File: config.mk
export PLATFORM = sky130hd
export DESIGN_NAME = java_lcg_bounded_random
export DESIGN_NICKNAME = d
export VERILOG_FILES = /design/src/sv/jlcg_pkg.sv /design/src/sv/jlcg_ctrl.sv /design/src/sv/jlcg_dp.sv /design/src/sv/java_lcg_bounded_random.sv
export SDC_FILE = /design/constraint.sdc
export NUM_CORES = 2
export LEC_CHECK = 0
export ABC_CLOCK_PERIOD_IN_PS = 10600
export BUFFER_PORTS_ARGS = -buffer_cell sky130_fd_sc_hd__buf_2
export CAP_MARGIN = 10
export CORE_ASPECT_RATIO = 1.25
export CORE_MARGIN = 5
export CORE_UTILIZATION = 65
export DETAILED_ROUTE_END_ITERATION = 10
export PLACE_DENSITY = 0.83
export SKIP_LAST_GASP = 1
export SYNTH_ARGS = -nofsm -noshare
export SYNTH_HDL_FRONTEND = slang
export SYNTH_SLANG_ARGS = --single-unit
File: constraint.sdc
create_clock -name clk_i -period 10.6 [get_ports clk_i]
set_input_delay 0 -clock clk_i [delete_from_list [all_inputs] [get_ports clk_i]]
set_output_delay 0 -clock clk_i [all_outputs]
set_load 0.005 [all_outputs]
File: src/sv/jlcg_pkg.sv
// Shared types and constants for the 48-bit LCG random number block.
package jlcg_pkg;

  localparam logic [47:0] LcgMult = 48'h0005_DEEC_E66D;
  localparam logic [47:0] LcgInc  = 48'h0000_0000_000B;

  typedef enum logic [1:0] {
    CMD_SEED    = 2'd0,
    CMD_BITS    = 2'd1,
    CMD_BOUNDED = 2'd2,
    CMD_NONE    = 2'd3
  } cmd_e;

  typedef enum logic [2:0] {
    RES_KEEP,
    RES_ZERO,
    RES_BITS,
    RES_POW,
    RES_REM
  } res_sel_e;

  typedef enum logic [2:0] {
    ST_IDLE,
    ST_DECODE,
    ST_ADV_MUL,
    ST_ADV_SUM,
    ST_BITS,
    ST_POW,
    ST_DIV,
    ST_CHECK
  } state_e;

  typedef struct packed {
    logic     latch;
    logic     load_seed;
    logic     mul_load;
    logic     state_load;
    logic     div_step;
    res_sel_e res_sel;
    logic     out_load;
  } dp_ctrl_t;

  typedef struct packed {
    cmd_e cmd;
    logic bound_small;
    logic bound_pow2;
    logic div_last;
    logic draw_ok;
  } dp_status_t;

endpackage

File: src/sv/jlcg_ctrl.sv
// Controller state machine that sequences seeding, state advance, division and output.
module jlcg_ctrl import jlcg_pkg::*; (
  input  logic       clk_i,
  input  logic       rst_ni,
  input  logic       in_valid_i,
  output logic       in_stall_o,
  output logic       out_valid_o,
  input  logic       out_stall_i,
  input  dp_status_t status_i,
  output dp_ctrl_t   ctrl_o
);

  state_e state_q, state_d;
  logic   out_valid_q, out_valid_d;
  logic   done;
  logic   out_pending_q;
  logic   out_load;

  always_ff @(posedge clk_i or negedge rst_ni) begin
    if (!rst_ni) begin
      state_q     <= ST_IDLE;
      out_valid_q <= 1'b0;
    end else begin
      state_q     <= state_d;
      out_valid_q <= out_valid_d;
    end
  end

  always_comb begin
    state_d         = state_q;
    ctrl_o          = '0;
    ctrl_o.res_sel  = RES_KEEP;
    ctrl_o.out_load = out_load;
    done            = 1'b0;
    in_stall_o      = 1'b1;
    unique case (state_q)
      ST_IDLE: begin
        in_stall_o = out_pending_q;
        if (in_valid_i && !out_pending_q) begin
          ctrl_o.latch = 1'b1;
          state_d      = ST_DECODE;
        end
      end
      ST_DECODE: begin
        unique case (status_i.cmd)
          CMD_SEED: begin
            ctrl_o.load_seed = 1'b1;
            ctrl_o.res_sel   = RES_ZERO;
            done             = 1'b1;
          end
          CMD_BITS: state_d = ST_ADV_MUL;
          CMD_BOUNDED: begin
            if (status_i.bound_small) begin
              ctrl_o.res_sel = RES_ZERO;
              done           = 1'b1;
            end else begin
              state_d = ST_ADV_MUL;
            end
          end
          default: begin
            ctrl_o.res_sel = RES_ZERO;
            done           = 1'b1;
          end
        endcase
      end
      ST_ADV_MUL: begin
        ctrl_o.mul_load = 1'b1;
        state_d         = ST_ADV_SUM;
      end
      ST_ADV_SUM: begin
        ctrl_o.state_load = 1'b1;
        priority if (status_i.cmd == CMD_BITS) begin
          state_d = ST_BITS;
        end else if (status_i.bound_pow2) begin
          state_d = ST_POW;
        end else begin
          state_d = ST_DIV;
        end
      end
      ST_BITS: begin
        ctrl_o.res_sel = RES_BITS;
        done           = 1'b1;
      end
      ST_POW: begin
        ctrl_o.res_sel = RES_POW;
        done           = 1'b1;
      end
      ST_DIV: begin
        ctrl_o.div_step = 1'b1;
        if (status_i.div_last) begin
          state_d = ST_CHECK;
        end
      end
      ST_CHECK: begin
        // A rejected draw goes around for another state advance.
        if (status_i.draw_ok) begin
          ctrl_o.res_sel = RES_REM;
          done           = 1'b1;
        end else begin
          state_d = ST_ADV_MUL;
        end
      end
      default: state_d = ST_IDLE;
    endcase
    if (done) begin
      state_d = ST_IDLE;
    end
  end

  // The result is marked pending once it is formed and copied to the output register when that is free;
  // the block waits in idle until the output register is free.
  always_ff @(posedge clk_i or negedge rst_ni) begin
    if (!rst_ni) begin
      out_pending_q <= 1'b0;
    end else if (done) begin
      out_pending_q <= 1'b1;
    end else if (out_load) begin
      out_pending_q <= 1'b0;
    end
  end

  always_comb begin
    out_valid_d = out_valid_q;
    if (out_valid_q && !out_stall_i) begin
      out_valid_d = 1'b0;
    end
    if (out_load) begin
      out_valid_d = 1'b1;
    end
  end

  assign out_load    = out_pending_q && (!out_valid_q || !out_stall_i);
  assign out_valid_o = out_valid_q;

`ifndef ASSERT_OFF
  a_rise_from_pending: assert property (@(posedge clk_i) disable iff (!rst_ni)
    $rose(out_valid_q) |-> $past(out_pending_q))
    else $error("output went valid without a pending result");
  a_pending_no_accept: assert property (@(posedge clk_i) disable iff (!rst_ni)
    (out_pending_q && state_q != ST_IDLE) |-> 1'b0)
    else $error("result pending while a new item is in work");
  a_accept_decodes: assert property (@(posedge clk_i) disable iff (!rst_ni)
    (in_valid_i && !in_stall_o) |=> (state_q == ST_DECODE))
    else $error("accepted item did not reach decode");
`endif

endmodule

File: src/sv/jlcg_dp.sv
// Datapath: LCG state, split multiplier, restoring remainder unit and result registers.
module jlcg_dp import jlcg_pkg::*; (
  input  logic         clk_i,
  input  logic         rst_ni,
  input  logic [1:0]   command_i,
  input  logic [47:0]  seed_value_i,
  input  logic [5:0]   bits_wanted_i,
  input  logic [31:0]  bound_i,
  input  dp_ctrl_t     ctrl_i,
  output dp_status_t   status_o,
  output logic [31:0]  value_o
);

  localparam logic [23:0] MultLo = LcgMult[23:0];
  localparam logic [10:0] MultHi = LcgMult[34:24];

  logic [47:0] lcg_q;
  cmd_e        cmd_q;
  logic [47:0] seed_q;
  logic [5:0]  nbits_q;
  logic [31:0] bound_q;
  logic [47:0] p0_q;
  logic [23:0] p1_q, p2_q;
  logic [30:0] r_q, dvd_q;
  logic [31:0] rem_q;
  logic [4:0]  cnt_q;
  logic [31:0] res_q, value_q;

  // Partial products of state * multiplier, keeping only bits below 2^48.
  logic [47:0] p0_d;
  logic [23:0] p1_d, p2_d;
  logic [47:0] lcg_next;

  assign p0_d = {24'b0, lcg_q[23:0]} * {24'b0, MultLo};
  assign p1_d = lcg_q[23:0] * {13'b0, MultHi};
  assign p2_d = lcg_q[47:24] * MultLo;
  assign lcg_next = p0_q + {p1_q + p2_q, 24'b0} + LcgInc;

  // Top bits of the state, with zero bits giving zero and more than 32 saturating.
  logic [5:0]  n_sat, shamt;
  logic [47:0] shifted;
  logic [31:0] bits_val;

  assign n_sat    = (nbits_q > 6'd32) ? 6'd32 : nbits_q;
  assign shamt    = 6'd48 - n_sat;
  assign shifted  = lcg_q >> shamt;
  assign bits_val = (n_sat == 6'd0) ? 32'd0 : shifted[31:0];

  logic [62:0] pow_prod;
  assign pow_prod = {31'b0, bound_q} * {32'b0, r_q};

  logic [31:0] rem_shift, rem_next;
  assign rem_shift = {rem_q[30:0], dvd_q[30]};
  assign rem_next  = (rem_shift >= bound_q) ? rem_shift - bound_q : rem_shift;

  logic [31:0] chk;
  assign chk = {1'b0, r_q} - rem_q + bound_q - 32'd1;

  always_ff @(posedge clk_i or negedge rst_ni) begin
    if (!rst_ni) begin
      lcg_q <= '0;
    end else if (ctrl_i.load_seed) begin
      lcg_q <= seed_q ^ LcgMult;
    end else if (ctrl_i.state_load) begin
      lcg_q <= lcg_next;
    end
  end

  always_ff @(posedge clk_i) begin
    if (ctrl_i.latch) begin
      cmd_q   <= cmd_e'(command_i);
      seed_q  <= seed_value_i;
      nbits_q <= bits_wanted_i;
      bound_q <= bound_i;
    end
    if (ctrl_i.mul_load) begin
      p0_q <= p0_d;
      p1_q <= p1_d;
      p2_q <= p2_d;
    end
    if (ctrl_i.state_load) begin
      r_q   <= lcg_next[47:17];
      dvd_q <= lcg_next[47:17];
      rem_q <= '0;
      cnt_q <= 5'd30;
    end else if (ctrl_i.div_step) begin
      rem_q <= rem_next;
      dvd_q <= {dvd_q[29:0], 1'b0};
      cnt_q <= cnt_q - 5'd1;
    end
    unique case (ctrl_i.res_sel)
      RES_ZERO: res_q <= '0;
      RES_BITS: res_q <= bits_val;
      RES_POW:  res_q <= pow_prod[62:31];
      RES_REM:  res_q <= rem_q;
      default:  res_q <= res_q;
    endcase
    if (ctrl_i.out_load) begin
      value_q <= res_q;
    end
  end

  assign status_o.cmd         = cmd_q;
  assign status_o.bound_small = bound_q[31] || (bound_q <= 32'd1);
  assign status_o.bound_pow2  = (bound_q & (bound_q - 32'd1)) == 32'd0;
  assign status_o.div_last    = (cnt_q == 5'd0);
  assign status_o.draw_ok     = !chk[31];
  assign value_o              = value_q;

`ifndef ASSERT_OFF
  a_state_holds: assert property (@(posedge clk_i) disable iff (!rst_ni)
    !(ctrl_i.load_seed || ctrl_i.state_load) |=> $stable(lcg_q))
    else $error("generator state changed without a load");
  a_rem_below_bound: assert property (@(posedge clk_i) disable iff (!rst_ni)
    ctrl_i.div_step |=> (rem_q < bound_q))
    else $error("remainder not below the bound");
  a_bounded_result: assert property (@(posedge clk_i) disable iff (!rst_ni)
    (ctrl_i.res_sel == RES_POW || ctrl_i.res_sel == RES_REM) |=> (res_q < bound_q))
    else $error("bounded result not below the bound");
`endif

endmodule

File: src/sv/java_lcg_bounded_random.sv
// Top level of the 48-bit LCG random number block with seed, bits and bounded commands.
//
//   channel | valid        | stall        | payload
//   input   | in_valid_i   | in_stall_o   | command_i, seed_value_i, bits_wanted_i, bound_i
//   output  | out_valid_o  | out_stall_i  | value_o
//
// One item is in work at a time. Seed, unused commands and bounds of one or less or
// with bit 31 set end in decode. Bits and power-of-two bounds advance the state; other
// bounds also run the one-bit-per-cycle remainder unit, and a rejection repeats both.
// Reset clears the generator state to zero and empties the output register.
// A stalled output holds off new items once the next result is formed and waiting.
module java_lcg_bounded_random import jlcg_pkg::*; (
  input  logic         clk_i,
  input  logic         rst_ni,
  input  logic         in_valid_i,
  output logic         in_stall_o,
  input  logic [1:0]   command_i,
  input  logic [47:0]  seed_value_i,
  input  logic [5:0]   bits_wanted_i,
  input  logic [31:0]  bound_i,
  output logic         out_valid_o,
  input  logic         out_stall_i,
  output logic [31:0]  value_o
);

  dp_ctrl_t   ctrl;
  dp_status_t status;

  jlcg_ctrl u_ctrl (
    .clk_i       (clk_i),
    .rst_ni      (rst_ni),
    .in_valid_i  (in_valid_i),
    .in_stall_o  (in_stall_o),
    .out_valid_o (out_valid_o),
    .out_stall_i (out_stall_i),
    .status_i    (status),
    .ctrl_o      (ctrl)
  );

  jlcg_dp u_dp (
    .clk_i         (clk_i),
    .rst_ni        (rst_ni),
    .command_i     (command_i),
    .seed_value_i  (seed_value_i),
    .bits_wanted_i (bits_wanted_i),
    .bound_i       (bound_i),
    .ctrl_i        (ctrl),
    .status_o      (status),
    .value_o       (value_o)
  );

endmodule
### After elaboration in Yosys (flattened, before gate mapping)

Index checks and enable logic that the tools add are counted.
W data, S select, Z words.

| word-level totals | value |
|---|---|
| memories | 0 |
| bits in registers | 399 |
| RAM bits | 0 |
| bits in latches | 0 |
| bits in read-only memories | 0 |

| cells by class | value |
|---|---|
| divide/modulo/power cells | 0 |
| multiplexer cells | 37 |
| multipliers | 4 |
| reduce and logical (&&, ||, !) cells | 21 |
| eq/ne operators | 18 |
| magnitude comparators | 3 |
| shifts and indexed selects | 1 |
| add/subtract/negate cells | 10 |
| bitwise operators | 2 |

Operator list:

| operator | number |
|---|---|
| $pmux W32 S4 | 1 |
| $mux W48 | 2 |
| $mux W32 | 2 |
| $sub A32 B1 Y32 const B | 2 |
| $mul A32 B31 Y63 | 1 |
| $mux W31 | 2 |
| $add A48 B4 Y48 const B | 1 |
| $add A48 B48 Y48 | 1 |
| $mul A24 B24 Y48 const B | 1 |
| $shr A48 B6 Y32 | 1 |
| $add A32 B32 Y32 | 1 |
| $and A32 B32 Y32 | 1 |
| $ge A32 B32 Y1 | 1 |
| $le A32 B1 Y1 const B | 1 |
| $logic_not A32 Y1 | 1 |
| $sub A31 B32 Y32 | 1 |
| $sub A32 B32 Y32 | 1 |
| $add A24 B24 Y24 | 1 |
| $mul A24 B10 Y23 const B | 1 |
| $mul A24 B22 Y24 const B | 1 |
| $not A23 Y23 | 1 |
| $mux W3 | 6 |
| $pmux W3 S6 | 1 |
| $eq A3 B3 Y1 const B | 5 |
| 30 further kinds | 59 |

### Depth between registers and ports, before layout

| depth | value |
|---|---|
| depth in word-level cells | 7 |
| depth in mapped cells | 30 |

### By module

From an unflattened synthesis, not the netlist that was laid out.

| second synthesis, totals | value |
|---|---|
| cell total of the unflattened synthesis | 7306 |
| area total of the unflattened synthesis | 70966.8 µm² |

Modules (own cells, without submodules):

| module | cells each | seq. area each (µm²) | area each (µm²) | instances |
|---|---|---|---|---|
| jlcg_dp | 7259 | 11190.7 | 70610.2 | 1 |
| jlcg_ctrl | 47 | 125.1 | 356.6 | 1 |

### Worst setup path after synthesis

No wires, ideal clock.

| path | value |
|---|---|
| path kind | flip-flop to flip-flop |
| start point | reg u_ctrl.state_q[1] |
| end point | reg u_dp.p0_q[0] (enable) |
| data required time | 9.919 ns |
| data arrival time | 7.503 ns |
| cell stages (with the launch flop) | 3 |
| slack | 2.416 ns |
| path buffers | 1 |
| cell sequence | dfrtp_1 > clkbuf_1 > nor3b_1 |

| between the ends | value |
|---|---|
| longest elaborated chain between the ends | 2 |

Ends and longest elaborated chain:

| element | RTL line | RTL |
|---|---|---|
| start: declaration | jlcg_ctrl.sv:13 | `state_e state_q, state_d;` |
| start signal: assignment | jlcg_ctrl.sv:24 | `state_q <= state_d;` |
| $eq A3 B2 Y1 | jlcg_ctrl.sv:36 | `unique case (state_q)` |
| $mux W1 | jlcg_ctrl.sv:36 |  |
| end signal: assignment | jlcg_dp.sv:77 | `p0_q <= p0_d;` |
| end: declaration | jlcg_dp.sv:22 | `logic [47:0] p0_q;` |

Every way passes these cells.
A chain may end at the register's enable or synchronous reset.

### Worst setup path in the final report

| path | value |
|---|---|
| start point | reg u_dp.r_q[12] |
| end point | reg u_dp.res_q[16] (data pin) |

| between the ends | value |
|---|---|
| longest elaborated chain between the ends | 7 |
| elaborated cells on any way between the ends | 11 |
| classes of those cells | add/sub: 3; mul: 1; eq/ne: 4; mux: 3 |

Ends and longest elaborated chain:

| element | RTL line | RTL |
|---|---|---|
| start: declaration | jlcg_dp.sv:24 | `logic [30:0] r_q, dvd_q;` |
| start signal: assignment | jlcg_dp.sv:82 | `r_q <= lcg_next[47:17];` |
| $sub A31 B32 Y32 | jlcg_dp.sv:57 | `assign chk = {1'b0, r_q} - rem_q + bound_q - 32'd1;` |
| $add A32 B32 Y32 | jlcg_dp.sv:57 |  |
| $sub A32 B1 Y32 | jlcg_dp.sv:57 |  |
| $mux W3 | jlcg_ctrl.sv:96 | `if (status_i.draw_ok) begin` |
| $pmux W3 S4 | jlcg_ctrl.sv:36 |  |
| $eq A3 B3 Y1 (tied with other cells) | jlcg_dp.sv:91 | `unique case (ctrl_i.res_sel)` |
| $pmux W32 S4 (*) | jlcg_dp.sv:91 |  |
| end signal: assignment | jlcg_dp.sv:93 | `RES_BITS: res_q <= bits_val;` |
| end signal: assignment | jlcg_dp.sv:94 | `RES_POW: res_q <= pow_prod[62:31];` |
| end signal: assignment | jlcg_dp.sv:95 | `RES_REM: res_q <= rem_q;` |
| end: declaration | jlcg_dp.sv:27 | `logic [31:0] res_q, value_q;` |

Mark *: on every way between the ends. The rest lies on a longest branch, timed or not.

==> metrics.cfg <==
[final_layout]
drive_gt1_share_pct = 5.646
finalNetCount = 9668
layout_common_cells = 1596 x inv_1, 1350 x fa_1, 738 x ha_1
seqCellArea_um2 = 11320
syn_to_final_growth_pct = 7.675
layout_commonest_cell = inv_1
fillers = 8004
multi_input_comb_area_um2 = 52590
final_core_utilization_pct = 70.50

[sta]
min_period_ps = 9735
max_freq_mhz = 102.7
finalWorstSetupSlack_ps = 865.3
slew_headroom_pct = 12.82
fin_setup_tns_ps = 0
maxSlewViolCount = 0
worstMarginPinSlew_ps = 1303
setup_violations = 0
hold_violations = 0
fin_crit_sh_pct = 91.84
skew_ps = 51.28
rsz0062_at_grt = no

[grt]
grt_antenna_before_repair = 13
grt_pass1_vias = 61225
grt_pass1_wl_um = 378900
grt_start_max_net_pins = 64
grt_usage_pct = 44.64
overflow = 0

[detailed_routing]
wl_per_cell_um = 28.43
drt-initial-drc-count = 6197
drt-total-wl_um = 255300
drc = 1
vias_per_cell = 6.325
vias = 56798
ant_nets = 0
drtPass1Iterations = 10

[clocking]
cts_made_buffers = 49
clk_latency_ps = 700
clock-sinks = 398
cts_tree = built
cts_max_level = 2
cts-root-buf = clkbuf_16
path_clk_slew_ps = 70
cts_setup_buffers = 0
cts_max_path_buffers = 3
cts-resized-gates = 0

[setup_path]
start_kind = flip-flop
required_ps = 10970
crit_type = reg -> reg
worst-path-max-fanout = 16
endpoint_kind = flip-flop
critical_path_arrival_ps = 10110

[logic_synthesis]
netlist_top_cells_area = fa_1 38%, edfxtp_1 13%, ha_1 13%, inv_1 8.5%, nand2_1 3.8%
seq_area_frac_synth_pct = 15.96
synth-async-reset-ratio_pct = 13.32
synthesis.nets = 9508
synth_top_area_share_pct = 38.13
synthDistinctLibCells = 79
synth_edf_count = 308
avgSynthCellArea_um2 = 9.675
synth_ff_type = edfxtp_1
yosys.area.top_type = fa_1
syn-cell-area_um2 = 70890
ys_warn_count = 0
synth.ff_latch_count = 398
synthCells = 7327

[floorplanning]
die_width_um = 305.4
die_h_um = 379.2
io_pins = 126
rows = 135
die_area_um2 = 115800
initial_core_util_pct = 65.47
coreArea_um2 = 108300

[status]
status = finished, violations left
violations = DRC

[flow_run]
cap_violations = 0

[placement]
dp.final_hpwl_um = 203000
io_buffers = 125
routabilityCongestion = 1.203
place_ws_ps = 1233

[min_path]
hp-class = in -> reg

[worst max-delay path, cell delays in order, from the launching register on]
cell	delay [ps]
edfxtp_1	590
inv_1	1000
buf_4	320
nor2_1	70
fa_1	500
inv_1	60
fa_1	480
fa_1	480
fa_1	440
inv_1	90
fa_1	440
fa_1	510
fa_1	480
fa_1	420
ha_1	350
and3_1	230
o21a_1	170
o311ai_0	620
nor4b_1	110
a211oi_1	510
buf_4	240
a21oi_1	70
buf_4	180
o2111ai_1	300
nand2_1	220
o31ai_1	300
xor2_1	170
o21ai_0	90
[synthesized netlist by cell type (12+ instances only)]
| master | count |
|---|---|
| a211oi_1 | 44 |
| a21o_1 | 95 |
| a21oi_1 | 240 |
| a221o_1 | 16 |
| a22o_1 | 20 |
| a22oi_1 | 34 |
| a31oi_1 | 22 |
| and2_1 | 53 |
| and3_1 | 19 |
| buf_1 | 49 |
| clkbuf_1 | 226 |
| clkinv_1 | 13 |
| dfrtp_1 | 53 |
| dfxtp_1 | 37 |
| edfxtp_1 | 308 |
| fa_1 | 1350 |
| ha_1 | 739 |
| inv_1 | 1597 |
| mux2i_1 | 131 |
| nand2_1 | 716 |
| nand2b_1 | 31 |
| nand3_1 | 57 |
| nand4_1 | 25 |
| nor2_1 | 684 |
| nor2b_1 | 26 |
| nor3_1 | 53 |
| o211ai_1 | 26 |
| o21a_1 | 19 |
| o21ai_0 | 173 |
| o21bai_1 | 26 |
| o22ai_1 | 12 |
| o31ai_1 | 15 |
| xnor2_1 | 181 |
| xor2_1 | 62 |
[sequential cells by signal, indices dropped and copies added, names as in the netlist]
signal and cells:
u_ctrl.out_pending_q 1, u_ctrl.out_valid_o 1, u_ctrl.state_q 3, u_dp.bound_q 32, u_dp.cmd_q 2, u_dp.cnt_q 5, u_dp.dvd_q 31, u_dp.lcg_q 48
u_dp.nbits_q 6, u_dp.p0_q 48, u_dp.p1_q 22, u_dp.p2_q 24, u_dp.r_q 31, u_dp.rem_q 32, u_dp.res_q 32, u_dp.seed_q 48
u_dp.value_o 32
[through the flow]
stage               cells  cell area (um2)  hold WS [ps]
CTS                  8966            76290         2.813
finish               8980            76330         6.695
global placement     8782            73670         175.9
global route         8966            76290         34.02
floorplan            7327            70890        -295.6
detailed placement   8782            73670         178.1
[worst paths after layout]
| check | slack, ps | cells past startpoint | startpoint | end |
|---|---|---|---|---|
| min in group asynchronous | 80 | 3 | rst_ni | u_dp.lcg_q[13] |
| worst max-delay path | 870 | 27 | u_dp.r_q[12] | u_dp.res_q[16] |
| worst min-delay path | 7 | 2 | bound_i[9] | u_dp.bound_q[9] |
| worst max register to register | 870 | 27 | u_dp.r_q[12] | u_dp.res_q[16] |
| max in group asynchronous | 9830 | 3 | rst_ni | u_dp.lcg_q[29] |
| worst min register to register | 420 | 0 | u_dp.res_q[29] | u_dp.value_o[29] |
[area by class of cell]
cell class	instances	area share, %
Clock buffer	62	1.751
Tap cell	1438	2.357
Inverter	1613	7.932
Multi-Input combinational cell	5040	68.90
Clock inverter	30	0.4721
Antenna cell	14	0.04590
Timing Repair Buffer	385	3.711
Sequential cell	398	14.83
[kinds of logic after synthesis]
group,Yosys count,share of synthesized area [%]
xor+xnor,243,3.002
simple gates,1728,10.22
fa+ha+maj,2091,51.20
buf+inv,1889,10.00
compound gates,841,7.664
flops,398,15.96
mux,137,1.945
[metal layers]
metal / GRT usage, % / wire (um) / vias to the layer above
met2: 71.94 / 117300 / 4195
li1: - / - / 23236
met3: 12.68 / 28410 / 1588
met4: 42.79 / 33260 / 0
met1: 46.72 / 76340 / 27779
met5: 0 / 0 / -
[timing repair]
item | in CTS | in global routing
hold buffers | 92 | 0
endpoints found under the hold margin | 144 | 0
endpoints found under the setup margin | 0 | 0
Power is not shown: default switching activity piles up to over one toggle a cycle in this logic, so the estimate is an artifact.
